==> src/design/i2c_slave_packet_handler_defines.svh <==
// ----------------------------------------------------------------------------
// I2C slave packet handler assertion macros
// Assertion wrappers for the engine, the design file that checks its own logic.
// ----------------------------------------------------------------------------
`ifndef I2C_SLAVE_PACKET_HANDLER_DEFINES_SVH
`define I2C_SLAVE_PACKET_HANDLER_DEFINES_SVH

// checked only while out of reset
`define I2CPH_ASSERT(lbl, prop, msg) \
	lbl: assert property (@(posedge clk) disable iff (!arst_n) prop) \
	else $error(msg);

// checked at every edge, reset included
`define I2CPH_ASSERT_ALWAYS(lbl, prop, msg) \
	lbl: assert property (@(posedge clk) prop) else $error(msg);

`endif

==> src/design/i2cph_pkg.sv <==
// ----------------------------------------------------------------------------
// I2C slave packet handler package
// Widths, codes and the word types passed between the handler's parts.
// ----------------------------------------------------------------------------
package i2cph_pkg;

	localparam int RX_DEPTH_DEF = 32;
	localparam int TX_DEPTH_DEF = 32;
	localparam int OPQ_DEPTH    = 2;
	localparam int RESQ_DEPTH   = 4;
	localparam int RESQ_CW      = $clog2(RESQ_DEPTH + 1);

	localparam int DATA_W     = 8;
	localparam int ADDR_W     = 7;
	localparam int LIDX_W     = 5;
	localparam int LEN_W      = 6;
	localparam int KIND_W     = 3;
	localparam int CFG_IDX_W  = 1;
	localparam int CFG_DATA_W = 8;
	localparam int ERR_W      = 8;

	localparam logic [ERR_W-1:0] ERR_THR_RST = 8'd10;
	localparam logic [ERR_W-1:0] ERR_MAX     = 8'd255;

	// configuration register indexes
	localparam logic [CFG_IDX_W-1:0] REG_ERR_THR = 1'b0;
	localparam logic [CFG_IDX_W-1:0] REG_HOLD_TX = 1'b1;

	typedef enum logic [KIND_W-1:0] {
		KIND_NONE  = 3'd0,
		KIND_TX    = 3'd1,
		KIND_PKT   = 3'd2,
		KIND_EMPTY = 3'd3,
		KIND_RESET = 3'd4
	} res_kind_t;

	typedef enum logic [1:0] {
		OP_LOAD = 2'd0,
		OP_ADDR = 2'd1,
		OP_DATA = 2'd2
	} op_kind_t;

	typedef enum logic [1:0] {
		B_IDLE = 2'd0,
		B_TXRD = 2'd1,
		B_WALK = 2'd2
	} bk_state_t;

	// classified input word, front to back
	typedef struct packed {
		op_kind_t            kind;
		logic                stop;
		logic                ack;
		logic [DATA_W-1:0]   bus_byte;
		logic                load_ok;
		logic [LIDX_W-1:0]   load_index;
		logic [DATA_W-1:0]   load_value;
	} op_t;

	// result word
	typedef struct packed {
		res_kind_t           kind;
		logic [DATA_W-1:0]   data;
		logic [ADDR_W-1:0]   slave_address;
		logic [LEN_W-1:0]    packet_length;
		logic                last;
	} res_t;

endpackage

==> src/design/i2c_slave_packet_handler.sv <==
// Order: a transmit byte passes the op queue, the engine's idle and fetch states and the result
// queue; empty-packet and reset-request words are made in idle, packet words in the walk state.
// Flow: loads and stored data words end in idle, words that send a byte add the fetch state (tx RAM
// registered read); a stop of n bytes streams n words, 1 per cycle while results have room.
// Reset: arst_n clears all control state and marks the transmit buffer as all zeros;
// no clearing pass, items are accepted right after reset.
// ----------------------------------------------------------------------------
// I2C slave packet handler
// Top level: configuration registers, front end, engine and result queue.
// ----------------------------------------------------------------------------
module i2c_slave_packet_handler #(
	parameter int RX_DEPTH = i2cph_pkg::RX_DEPTH_DEF,
	parameter int TX_DEPTH = i2cph_pkg::TX_DEPTH_DEF
) (
	input  logic                              clk,
	input  logic                              arst_n,
	// input word queue
	input  logic                              push,
	output logic                              full,
	input  logic                              cmd,
	input  logic                              is_address,
	input  logic                              stop_seen,
	input  logic                              master_ack,
	input  logic [i2cph_pkg::DATA_W-1:0]      bus_byte,
	input  logic [i2cph_pkg::LIDX_W-1:0]      load_index,
	input  logic [i2cph_pkg::DATA_W-1:0]      load_value,
	// result word queue
	output logic                              empty,
	input  logic                              pop,
	output logic [i2cph_pkg::KIND_W-1:0]      kind,
	output logic [i2cph_pkg::DATA_W-1:0]      data,
	output logic [i2cph_pkg::ADDR_W-1:0]      slave_address,
	output logic [i2cph_pkg::LEN_W-1:0]       packet_length,
	output logic                              last,
	// configuration writes
	input  logic                              wr_en,
	input  logic [i2cph_pkg::CFG_IDX_W-1:0]   wr_index,
	input  logic [i2cph_pkg::CFG_DATA_W-1:0]  wr_data
);

	import i2cph_pkg::*;

	op_t                 op;
	logic                op_valid, op_pop;
	logic [ERR_W-1:0]    err_thr_q;
	logic                hold_tx_q;
	logic [RESQ_CW-1:0]  res_count, out_free;
	logic                res_push;
	res_t                res_in, res_out;

	// configuration registers
	always_ff @(posedge clk or negedge arst_n) begin
		if (!arst_n) begin
			err_thr_q <= ERR_THR_RST;
			hold_tx_q <= 1'b0;
		end else if (wr_en) begin
			case (wr_index)
				REG_ERR_THR: err_thr_q <= wr_data[ERR_W-1:0];
				REG_HOLD_TX: hold_tx_q <= wr_data[0];
				default: begin
				end
			endcase
		end
	end

	i2cph_front #(
		.TX_DEPTH (TX_DEPTH)
	) u_front (
		.clk          (clk),
		.arst_n       (arst_n),
		.push         (push),
		.full         (full),
		.cmd          (cmd),
		.is_address   (is_address),
		.stop_seen    (stop_seen),
		.master_ack   (master_ack),
		.bus_byte     (bus_byte),
		.load_index   (load_index),
		.load_value   (load_value),
		.op           (op),
		.op_valid     (op_valid),
		.op_pop       (op_pop)
	);

	i2cph_back #(
		.RX_DEPTH (RX_DEPTH),
		.TX_DEPTH (TX_DEPTH)
	) u_back (
		.clk      (clk),
		.arst_n   (arst_n),
		.op       (op),
		.op_valid (op_valid),
		.op_pop   (op_pop),
		.err_thr  (err_thr_q),
		.hold_tx  (hold_tx_q),
		.out_free (out_free),
		.res_push (res_push),
		.res      (res_in)
	);

	// result queue
	assign out_free = RESQ_CW'(RESQ_DEPTH) - res_count;

	i2cph_fifo #(
		.WIDTH ($bits(res_t)),
		.DEPTH (RESQ_DEPTH)
	) u_resq (
		.clk    (clk),
		.arst_n (arst_n),
		.push   (res_push),
		.din    (res_in),
		.full   (),
		.pop    (pop),
		.dout   (res_out),
		.empty  (empty),
		.count  (res_count)
	);

	assign kind          = res_out.kind;
	assign data          = res_out.data;
	assign slave_address = res_out.slave_address;
	assign packet_length = res_out.packet_length;
	assign last          = res_out.last;

endmodule

==> src/design/i2cph_ram.sv <==
// ----------------------------------------------------------------------------
// I2C slave packet handler RAM
// Generic one-write, one-read RAM with registered read data.
// ----------------------------------------------------------------------------
module i2cph_ram #(
	parameter int WIDTH = 8,
	parameter int DEPTH = 32
) (
	input  logic                                      clk,
	input  logic                                      we,
	input  logic [((DEPTH > 1) ? $clog2(DEPTH) : 1)-1:0] waddr,
	input  logic [WIDTH-1:0]                          wdata,
	input  logic                                      re,
	input  logic [((DEPTH > 1) ? $clog2(DEPTH) : 1)-1:0] raddr,
	output logic [WIDTH-1:0]                          rdata
);

	logic [WIDTH-1:0] mem_q [DEPTH];

	// write port
	always_ff @(posedge clk) begin
		if (we) begin
			mem_q[waddr] <= wdata;
		end
	end

	// registered read port
	always_ff @(posedge clk) begin
		if (re) begin
			rdata <= mem_q[raddr];
		end
	end

endmodule

==> src/design/i2cph_fifo.sv <==
// ----------------------------------------------------------------------------
// I2C slave packet handler FIFO
// Small flop-based queue with fill count, used for op and result words.
// ----------------------------------------------------------------------------
module i2cph_fifo #(
	parameter int WIDTH = 8,
	parameter int DEPTH = 2
) (
	input  logic                           clk,
	input  logic                           arst_n,
	input  logic                           push,
	input  logic [WIDTH-1:0]               din,
	output logic                           full,
	input  logic                           pop,
	output logic [WIDTH-1:0]               dout,
	output logic                           empty,
	output logic [$clog2(DEPTH+1)-1:0]     count
);

	localparam int AW = (DEPTH > 1) ? $clog2(DEPTH) : 1;
	localparam int CW = $clog2(DEPTH + 1);

	logic [WIDTH-1:0] mem_q [DEPTH];
	logic [AW-1:0]    wr_ptr_q, rd_ptr_q;
	logic [CW-1:0]    cnt_q;
	logic             do_push, do_pop;

	assign full    = (cnt_q == CW'(DEPTH));
	assign empty   = (cnt_q == '0);
	assign count   = cnt_q;
	assign dout    = mem_q[rd_ptr_q];
	assign do_push = push && !full;
	assign do_pop  = pop && !empty;

	// pointers and fill count
	always_ff @(posedge clk or negedge arst_n) begin
		if (!arst_n) begin
			wr_ptr_q <= '0;
			rd_ptr_q <= '0;
			cnt_q    <= '0;
		end else begin
			if (do_push) begin
				wr_ptr_q <= (wr_ptr_q == AW'(DEPTH - 1)) ? '0 : wr_ptr_q + 1'b1;
			end
			if (do_pop) begin
				rd_ptr_q <= (rd_ptr_q == AW'(DEPTH - 1)) ? '0 : rd_ptr_q + 1'b1;
			end
			case ({do_push, do_pop})
				2'b10:   cnt_q <= cnt_q + 1'b1;
				2'b01:   cnt_q <= cnt_q - 1'b1;
				default: cnt_q <= cnt_q;
			endcase
		end
	end

	// storage
	always_ff @(posedge clk) begin
		if (do_push) begin
			mem_q[wr_ptr_q] <= din;
		end
	end

endmodule

==> src/design/i2cph_front.sv <==
// ----------------------------------------------------------------------------
// I2C slave packet handler front end
// Accepts input words, sorts them into load, address and data ops, queues them.
// ----------------------------------------------------------------------------
module i2cph_front #(
	parameter int TX_DEPTH = i2cph_pkg::TX_DEPTH_DEF
) (
	input  logic                            clk,
	input  logic                            arst_n,
	input  logic                            push,
	output logic                            full,
	input  logic                            cmd,
	input  logic                            is_address,
	input  logic                            stop_seen,
	input  logic                            master_ack,
	input  logic [i2cph_pkg::DATA_W-1:0]    bus_byte,
	input  logic [i2cph_pkg::LIDX_W-1:0]    load_index,
	input  logic [i2cph_pkg::DATA_W-1:0]    load_value,
	output i2cph_pkg::op_t                  op,
	output logic                            op_valid,
	input  logic                            op_pop
);

	import i2cph_pkg::*;

	op_t  op_in;
	logic opq_empty;

	// classify the incoming word
	always_comb begin
		op_in            = '0;
		op_in.stop       = stop_seen;
		op_in.ack        = master_ack;
		op_in.bus_byte   = bus_byte;
		op_in.load_index = load_index;
		op_in.load_value = load_value;
		op_in.load_ok    = (32'(load_index) < 32'(TX_DEPTH));
		if (cmd) begin
			op_in.kind = OP_LOAD;
		end else if (is_address) begin
			op_in.kind = OP_ADDR;
		end else begin
			op_in.kind = OP_DATA;
		end
	end

	// op queue toward the engine
	i2cph_fifo #(
		.WIDTH ($bits(op_t)),
		.DEPTH (OPQ_DEPTH)
	) u_opq (
		.clk    (clk),
		.arst_n (arst_n),
		.push   (push),
		.din    (op_in),
		.full   (full),
		.pop    (op_pop),
		.dout   (op),
		.empty  (opq_empty),
		.count  ()
	);

	assign op_valid = !opq_empty;

endmodule

==> src/design/i2cph_back.sv <==
// ----------------------------------------------------------------------------
// I2C slave packet handler engine
// Runs queued ops against transaction state and the tx/rx buffers, makes results.
// ----------------------------------------------------------------------------
`include "i2c_slave_packet_handler_defines.svh"

module i2cph_back #(
	parameter int RX_DEPTH = i2cph_pkg::RX_DEPTH_DEF,
	parameter int TX_DEPTH = i2cph_pkg::TX_DEPTH_DEF
) (
	input  logic                            clk,
	input  logic                            arst_n,
	input  i2cph_pkg::op_t                  op,
	input  logic                            op_valid,
	output logic                            op_pop,
	input  logic [i2cph_pkg::ERR_W-1:0]     err_thr,
	input  logic                            hold_tx,
	input  logic [i2cph_pkg::RESQ_CW-1:0]   out_free,
	output logic                            res_push,
	output i2cph_pkg::res_t                 res
);

	import i2cph_pkg::*;

	localparam int TX_AW = (TX_DEPTH > 1) ? $clog2(TX_DEPTH) : 1;
	localparam int RX_AW = (RX_DEPTH > 1) ? $clog2(RX_DEPTH) : 1;
	localparam int TX_PW = $clog2(TX_DEPTH + 1);
	localparam int RX_PW = $clog2(RX_DEPTH + 1);
	localparam int LW    = (TX_AW > LIDX_W) ? TX_AW : LIDX_W;

	bk_state_t          st_q, st_d;
	logic [RX_PW-1:0]   rx_cnt_q, rx_cnt_d;
	logic [TX_PW-1:0]   tx_ptr_q, tx_ptr_d;
	logic [ADDR_W-1:0]  addr_q, addr_d;
	logic               rd_q, rd_d;
	logic               act_q, act_d;
	logic               apend_q, apend_d;
	logic [ERR_W-1:0]   err_q, err_d, err_inc;
	logic [TX_DEPTH-1:0] tx_vld_q, tx_vld_d;
	logic [RX_PW-1:0]   walk_idx_q, walk_idx_d;
	logic [RX_PW-1:0]   walk_n_q, walk_n_d;
	logic               pend_q, pend_d;
	logic               plast_q, plast_d;
	logic               txv_q, txv_d;

	logic               go, do_txrd;
	logic               tx_in_rng, rx_in_rng;
	logic [TX_AW-1:0]   tx_idx, tx_waddr;
	logic [LW-1:0]      lidx_w;
	logic               tx_we, tx_re, rx_we, rx_re;
	logic [DATA_W-1:0]  tx_rdata, rx_rdata;

	assign tx_in_rng = (tx_ptr_q < TX_PW'(TX_DEPTH));
	assign rx_in_rng = (rx_cnt_q < RX_PW'(RX_DEPTH));
	assign tx_idx    = tx_ptr_q[TX_AW-1:0];
	assign lidx_w    = LW'(op.load_index);
	assign tx_waddr  = lidx_w[TX_AW-1:0];
	assign go        = op_valid && (out_free != '0);
	assign err_inc   = (err_q == ERR_MAX) ? ERR_MAX : err_q + 1'b1;

	// next state and result generation
	always_comb begin
		st_d       = st_q;
		rx_cnt_d   = rx_cnt_q;
		tx_ptr_d   = tx_ptr_q;
		addr_d     = addr_q;
		rd_d       = rd_q;
		act_d      = act_q;
		apend_d    = apend_q;
		err_d      = err_q;
		tx_vld_d   = tx_vld_q;
		walk_idx_d = walk_idx_q;
		walk_n_d   = walk_n_q;
		pend_d     = 1'b0;
		plast_d    = plast_q;
		txv_d      = txv_q;
		op_pop     = 1'b0;
		do_txrd    = 1'b0;
		tx_we      = 1'b0;
		tx_re      = 1'b0;
		rx_we      = 1'b0;
		rx_re      = 1'b0;
		res_push   = 1'b0;
		res        = '0;
		res.kind   = KIND_NONE;

		case (st_q)
			B_IDLE: begin
				if (go) begin
					op_pop = 1'b1;
					case (op.kind)
						OP_LOAD: begin
							if (op.load_ok) begin
								tx_we              = 1'b1;
								tx_vld_d[tx_waddr] = 1'b1;
							end
						end
						OP_ADDR: begin
							if (apend_q && (err_inc > err_thr)) begin
								// too many address words in a row: reset request
								rx_cnt_d   = '0;
								tx_ptr_d   = '0;
								addr_d     = '0;
								rd_d       = 1'b0;
								act_d      = 1'b0;
								apend_d    = 1'b0;
								err_d      = '0;
								tx_vld_d   = '0;
								res_push   = 1'b1;
								res.kind   = KIND_RESET;
								res.last   = 1'b1;
							end else begin
								err_d   = apend_q ? err_inc : '0;
								apend_d = 1'b1;
								act_d   = 1'b1;
								addr_d  = op.bus_byte[DATA_W-1:1];
								rd_d    = op.bus_byte[0];
								do_txrd = op.bus_byte[0];
							end
						end
						OP_DATA: begin
							if (act_q) begin
								apend_d = 1'b0;
								if (rd_q) begin
									if (op.ack) begin
										do_txrd = 1'b1;
									end else begin
										// master nack ends the read
										tx_ptr_d = '0;
										act_d    = 1'b0;
										if (!hold_tx) begin
											tx_vld_d = '0;
										end
									end
								end else if (op.stop) begin
									act_d    = 1'b0;
									rx_cnt_d = '0;
									if (rx_cnt_q == '0) begin
										res_push          = 1'b1;
										res.kind          = KIND_EMPTY;
										res.slave_address = addr_q;
										res.last          = 1'b1;
									end else begin
										walk_n_d   = rx_cnt_q;
										walk_idx_d = '0;
										st_d       = B_WALK;
									end
								end else if (rx_in_rng) begin
									rx_we    = 1'b1;
									rx_cnt_d = rx_cnt_q + 1'b1;
								end
							end
						end
						default: begin
						end
					endcase
				end
			end
			B_TXRD: begin
				res_push          = 1'b1;
				res.kind          = KIND_TX;
				res.data          = txv_q ? tx_rdata : '0;
				res.slave_address = addr_q;
				res.last          = 1'b1;
				st_d              = B_IDLE;
			end
			B_WALK: begin
				// read ahead only when the result queue can take the word
				if (pend_q) begin
					res_push          = 1'b1;
					res.kind          = KIND_PKT;
					res.data          = rx_rdata;
					res.slave_address = addr_q;
					res.packet_length = LEN_W'(walk_n_q);
					res.last          = plast_q;
				end
				if ((walk_idx_q < walk_n_q) && (out_free > RESQ_CW'(pend_q))) begin
					rx_re      = 1'b1;
					pend_d     = 1'b1;
					plast_d    = ((walk_idx_q + 1'b1) == walk_n_q);
					walk_idx_d = walk_idx_q + 1'b1;
				end else if ((walk_idx_q == walk_n_q) && !pend_q) begin
					st_d = B_IDLE;
				end
			end
			default: begin
				st_d = B_IDLE;
			end
		endcase

		// transmit byte fetch, shared by address-read and acked data
		if (do_txrd) begin
			tx_re = 1'b1;
			txv_d = tx_in_rng ? tx_vld_q[tx_idx] : 1'b0;
			if (tx_in_rng) begin
				tx_ptr_d = tx_ptr_q + 1'b1;
			end
			st_d = B_TXRD;
		end
	end

	// state register
	always_ff @(posedge clk or negedge arst_n) begin
		if (!arst_n) begin
			st_q       <= B_IDLE;
			rx_cnt_q   <= '0;
			tx_ptr_q   <= '0;
			addr_q     <= '0;
			rd_q       <= 1'b0;
			act_q      <= 1'b0;
			apend_q    <= 1'b0;
			err_q      <= '0;
			tx_vld_q   <= '0;
			walk_idx_q <= '0;
			walk_n_q   <= '0;
			pend_q     <= 1'b0;
			plast_q    <= 1'b0;
			txv_q      <= 1'b0;
		end else begin
			st_q       <= st_d;
			rx_cnt_q   <= rx_cnt_d;
			tx_ptr_q   <= tx_ptr_d;
			addr_q     <= addr_d;
			rd_q       <= rd_d;
			act_q      <= act_d;
			apend_q    <= apend_d;
			err_q      <= err_d;
			tx_vld_q   <= tx_vld_d;
			walk_idx_q <= walk_idx_d;
			walk_n_q   <= walk_n_d;
			pend_q     <= pend_d;
			plast_q    <= plast_d;
			txv_q      <= txv_d;
		end
	end

	// transmit buffer
	i2cph_ram #(
		.WIDTH (DATA_W),
		.DEPTH (TX_DEPTH)
	) u_tx_ram (
		.clk   (clk),
		.we    (tx_we),
		.waddr (tx_waddr),
		.wdata (op.load_value),
		.re    (tx_re),
		.raddr (tx_idx),
		.rdata (tx_rdata)
	);

	// receive packet buffer
	i2cph_ram #(
		.WIDTH (DATA_W),
		.DEPTH (RX_DEPTH)
	) u_rx_ram (
		.clk   (clk),
		.we    (rx_we),
		.waddr (rx_cnt_q[RX_AW-1:0]),
		.wdata (op.bus_byte),
		.re    (rx_re),
		.raddr (walk_idx_q[RX_AW-1:0]),
		.rdata (rx_rdata)
	);

	`I2CPH_ASSERT(a_push_room, res_push |-> (out_free != '0), "result pushed into full queue")
	`I2CPH_ASSERT(a_txrd_one, (st_q == B_TXRD) |=> (st_q == B_IDLE), "tx fetch did not finish")
	`I2CPH_ASSERT(a_walk_bound, (st_q == B_WALK) |-> (walk_idx_q <= walk_n_q), "walk overran packet")
	`I2CPH_ASSERT(a_rx_bound, rx_cnt_q <= RX_PW'(RX_DEPTH), "rx count past depth")

endmodule

==> config.mk <==
export PLATFORM = sky130hd
export DESIGN_NAME = i2c_slave_packet_handler
export DESIGN_NICKNAME = d
export VERILOG_FILES = /design/src/design/i2cph_pkg.sv /design/src/design/i2c_slave_packet_handler.sv /design/src/design/i2cph_ram.sv /design/src/design/i2cph_fifo.sv /design/src/design/i2cph_front.sv /design/src/design/i2cph_back.sv
export VERILOG_INCLUDE_DIRS = /design/src /design/src/design
export SDC_FILE = /design/constraint.sdc
export NUM_CORES = 1
export LEC_CHECK = 0
export BUFFER_PORTS_ARGS = -buffer_cell sky130_fd_sc_hd__buf_2
export CAP_MARGIN = 10
export CORE_MARGIN = 1
export CORE_UTILIZATION = 61
export CTS_BUF_LIST = sky130_fd_sc_hd__clkbuf_8
export DETAILED_ROUTE_END_ITERATION = 6
export PLACE_DENSITY = 0.76
export SYNTH_ARGS = -nofsm -noshare
export SYNTH_HDL_FRONTEND = slang
export SYNTH_SLANG_ARGS = --single-unit
==> constraint.sdc <==
create_clock -name clk -period 4.7 [get_ports clk]
set_clock_uncertainty 0.05 [all_clocks]
set_input_delay 0.705 -clock clk [delete_from_list [all_inputs] [get_ports clk]]
set_output_delay 0.705 -clock clk [all_outputs]
set_load 0.02 [all_outputs]
==> flow_summary.ini <==
[logic_synthesis]
yosysTopAreaCell = edfxtp_1
ys_warn_count = 0
synthSimpleGateAreaFrac_pct = 5.13
synth_top_family_by_area = multiplexers
synth-edff-count = 678
ys_types = 70
syn_inst = 1807
synth-compound-area-share_pct = 4.99
yosysSeqAreaShare_pct = 71.8
synth.area.mux_share_pct = 14.1
synth_seq_cells = 777
synthFlopType = edfxtp_1
synth_fa_ha_area_share_pct = 1.64
synth-xor-area-share_pct = 0.523
syn-num-nets = 1887
synth_top_area_share_pct = 64.0
synth_area_per_cell_um2 = 17.6
syn-cell-area_mm2 = 0.0318
netlist_top_cells_area = edfxtp_1, mux4_2, dfrtp_1
synthArstFlopShare_pct = 12.7

[place]
dp_hpwl_um = 41900
io_buffers = 65
gp_congestion = 0.876
dpl_cell_area_mm2 = 0.0330
placed_cells = 2507

[route]
viasPerCell = 6.24
wl_per_cell_um = 24.1
dr_total_vias = 17000
drc = 0
drt_iter0_markers = 1925
drt-total-wl_um = 65700
ant_nets = 0
dr.pass1.iters = 5

[hold_path]
min_from = load_value[6]
hold_depth = 1
hold_path.class = input pin to flop
hold_end = u_front.u_opq.mem_q[1][6]

[cts]
root_buffer = clkbuf_8
cts.htree.levels = 3
cts-buffers-inserted = 115
clock_path_buffers = 3
clk_pin_slew_worst_paths_ps = 60
cts_tree = built
clk_latency_ps = 720
clock-sinks = 777

[critical_path]
reg2reg_depth = 17
r2r_end = u_resq.count[1]
worstPathMaxFanout = 9
crit_type = flop to flop
worstPathRequired_ps = 5290
setup.worst_path.start_class = flop
crit_arrival_ps = 4990
reg2reg_from = u_back.err_q[0]
r2r_setup_slack_ps = 300
end_kind = flop

[global_routing]
antenna_found_initial = 2
grt_pass1_vias = 17200
grt_pass1_wl_um = 101000
grt-ovfl-total = 0
grt_max_degree = 58
grtUsageTotal_pct = 25.5

[flow_run]
max_cap_viol_count = 0

[sta]
hold_viol_final = 0
drv_slew = 0
period_needed_ps = 4400
rsz0062_at_grt = false
setup_tns_ps = 0
slew-limit-headroom_pct = 22.8
setup_viol = 0
clock.fmax_ghz = 0.227
tightest_slew_ps = 1160
finalCritPeriodShare_pct = 93.7

[floorplan]
dieHeight_um = 230
initial_core_util_pct = 61.9
ios = 66
die_area_mm2 = 0.0531
die_w_um = 230
coreArea_mm2 = 0.0514
num_rows = 83

[layout]
layoutNonFillerInstCount = 2728
fin_util_pct = 68.6
area.sequential_mm2 = 0.0228
layout_commonest_cell = edfxtp_1
fillCellCount = 3262
area_growth_pct = 10.8
final_cell_mix = edfxtp_1, mux4_2, clkbuf_8
design_area_mm2 = 0.0353
drive_gt1_share_pct = 23.1
num-nets-final = 2026
multi_input_area_mm2 = 0.00841

[pwr]
max-vdd-ir-drop_uv = 520
total_power_uw = 19700
p_per_area_mw_per_mm2 = 558
leakagePower_uw = 0.0120

[outcome]
status = completed
-- synthesized netlist by cell type (7+ instances only) --
master    instances
a211oi_1          8
a21o_1           11
a21oi_1          23
a22o_1           10
a22oi_1           9
a31oi_1          36
and2_1           16
buf_1             7
buf_2            21
clkbuf_1         53
dfrtp_1          97
edfxtp_1        678
ha_1             40
inv_1            54
mux2_2           30
mux2i_1          63
mux4_2          155
nand2_1          88
nand2b_1          8
nand3_1          23
nand3b_1         10
nor2_1          127
nor2b_1          13
nor3_1           38
o21ai_0          46
o221ai_1         28
o22ai_1          19
o32ai_1           7
xnor2_1          12
xor2_1            7
-- per-stage QoR --
step                      hold slack, ps  worst slack (ps)
after floorplan                      359               567
after global placement               405               435
after detailed placement             416               324
after CTS                           60.9               299
after global routing                85.5              15.7
final                                128               297
-- area by class of cell --
cell class / count / share of cell area, %
Multi-Input combinational cell: 888 / 23.9
Sequential cell: 777 / 64.8
Tap cell: 680 / 2.41
Clock buffer: 127 / 4.96
Timing Repair Buffer: 109 / 2.00
Inverter: 55 / 0.585
Clock inverter: 91 / 1.39
Antenna cell: 1 / 0.00710
-- per-layer routing --
layer | GRT usage, % | routed length [µm] | vias up
met4 | 10.2 | 1930 | 2
met1 | 36.9 | 27800 | 8616
met2 | 39.1 | 31000 | 778
met3 | 4.36 | 4910 | 133
li1 | - | - | 7492
met5 | 0 | 14 | -
-- cells by family (layout without fill, tap and decap cells) --
| family | count (synthesis) | count (layout) |
|---|---|---|
| adder cells (fa/ha/maj) | 41 | 41 |
| flip-flops | 777 | 777 |
| AO/OA/AOI/OAI | 229 | 229 |
| multiplexers | 250 | 250 |
| other | 0 | 1 |
| XOR/XNOR | 19 | 19 |
| buffers and inverters | 142 | 382 |
| AND/OR/NAND/NOR | 349 | 349 |
-- worst max path at each step --
stage                         end  slack, ps            start  cells after the start
6_report          u_resq.count[1]        300  u_back.err_q[0]                     17
3_5_place_dp      u_resq.count[1]        320  u_back.err_q[0]                     17
2_1_floorplan  u_resq.mem_q[3][0]        570  u_back.err_q[0]                     13
5_1_grt           u_resq.count[1]         20  u_back.err_q[0]                     17
3_3_place_gp      u_resq.count[1]        430  u_back.err_q[0]                     17
4_1_cts           u_resq.count[1]        300  u_back.err_q[0]                     17
-- sequential cells by signal (all words and copies together) (netlist names), 2 cells and up --
name	cells
u_back.addr_q	7
u_back.err_q	8
u_back.u_rx_ram.rdata	8
u_front.u_opq.count	2
u_resq.wr_ptr_q	2
u_back.rx_cnt_q	6
u_back.u_rx_ram.mem_q	256
u_back.u_tx_ram.mem_q	256
u_back.walk_n_q	6
u_back.st_q	2
u_resq.rd_ptr_q	2
u_back.walk_idx_q	6
u_back.tx_vld_q	32
u_resq.count	3
u_resq.mem_q	100
u_front.u_opq.mem_q	50
err_thr_q	8
u_back.u_tx_ram.rdata	8
u_back.tx_ptr_q	6
-- critical path, cell delays in order (launching register included) --
cell and delay, ps:
dfrtp_1 410, ha_1 290, and3_1 250, and3_1 210
nand3_1 240, o21a_1 190, nand2_1 60, ha_1 290
a21oi_1 70, o21a_1 220, a21o_1 260, or3_4 430
a311oi_4 410, inv_1 90, ha_1 220, inv_1 80
fa_1 410, o21ai_0 170
-- what timing repair did --
item / in CTS / in global routing
hold endpoints to repair: 56 / 0
resized for setup: 0 / 0
hold buffers: 1 / 0
buffers inserted: 0 / 0
-- report_power, final --
group | switching, µW | internal [µW] | leakage (µW)
logic | 3150 | 1920 | 0.00327
registers | 515 | 8870 | 0.00745
clock network | 2500 | 2700 | 0.00129
Note: power is estimated with default switching activity, not from simulation.
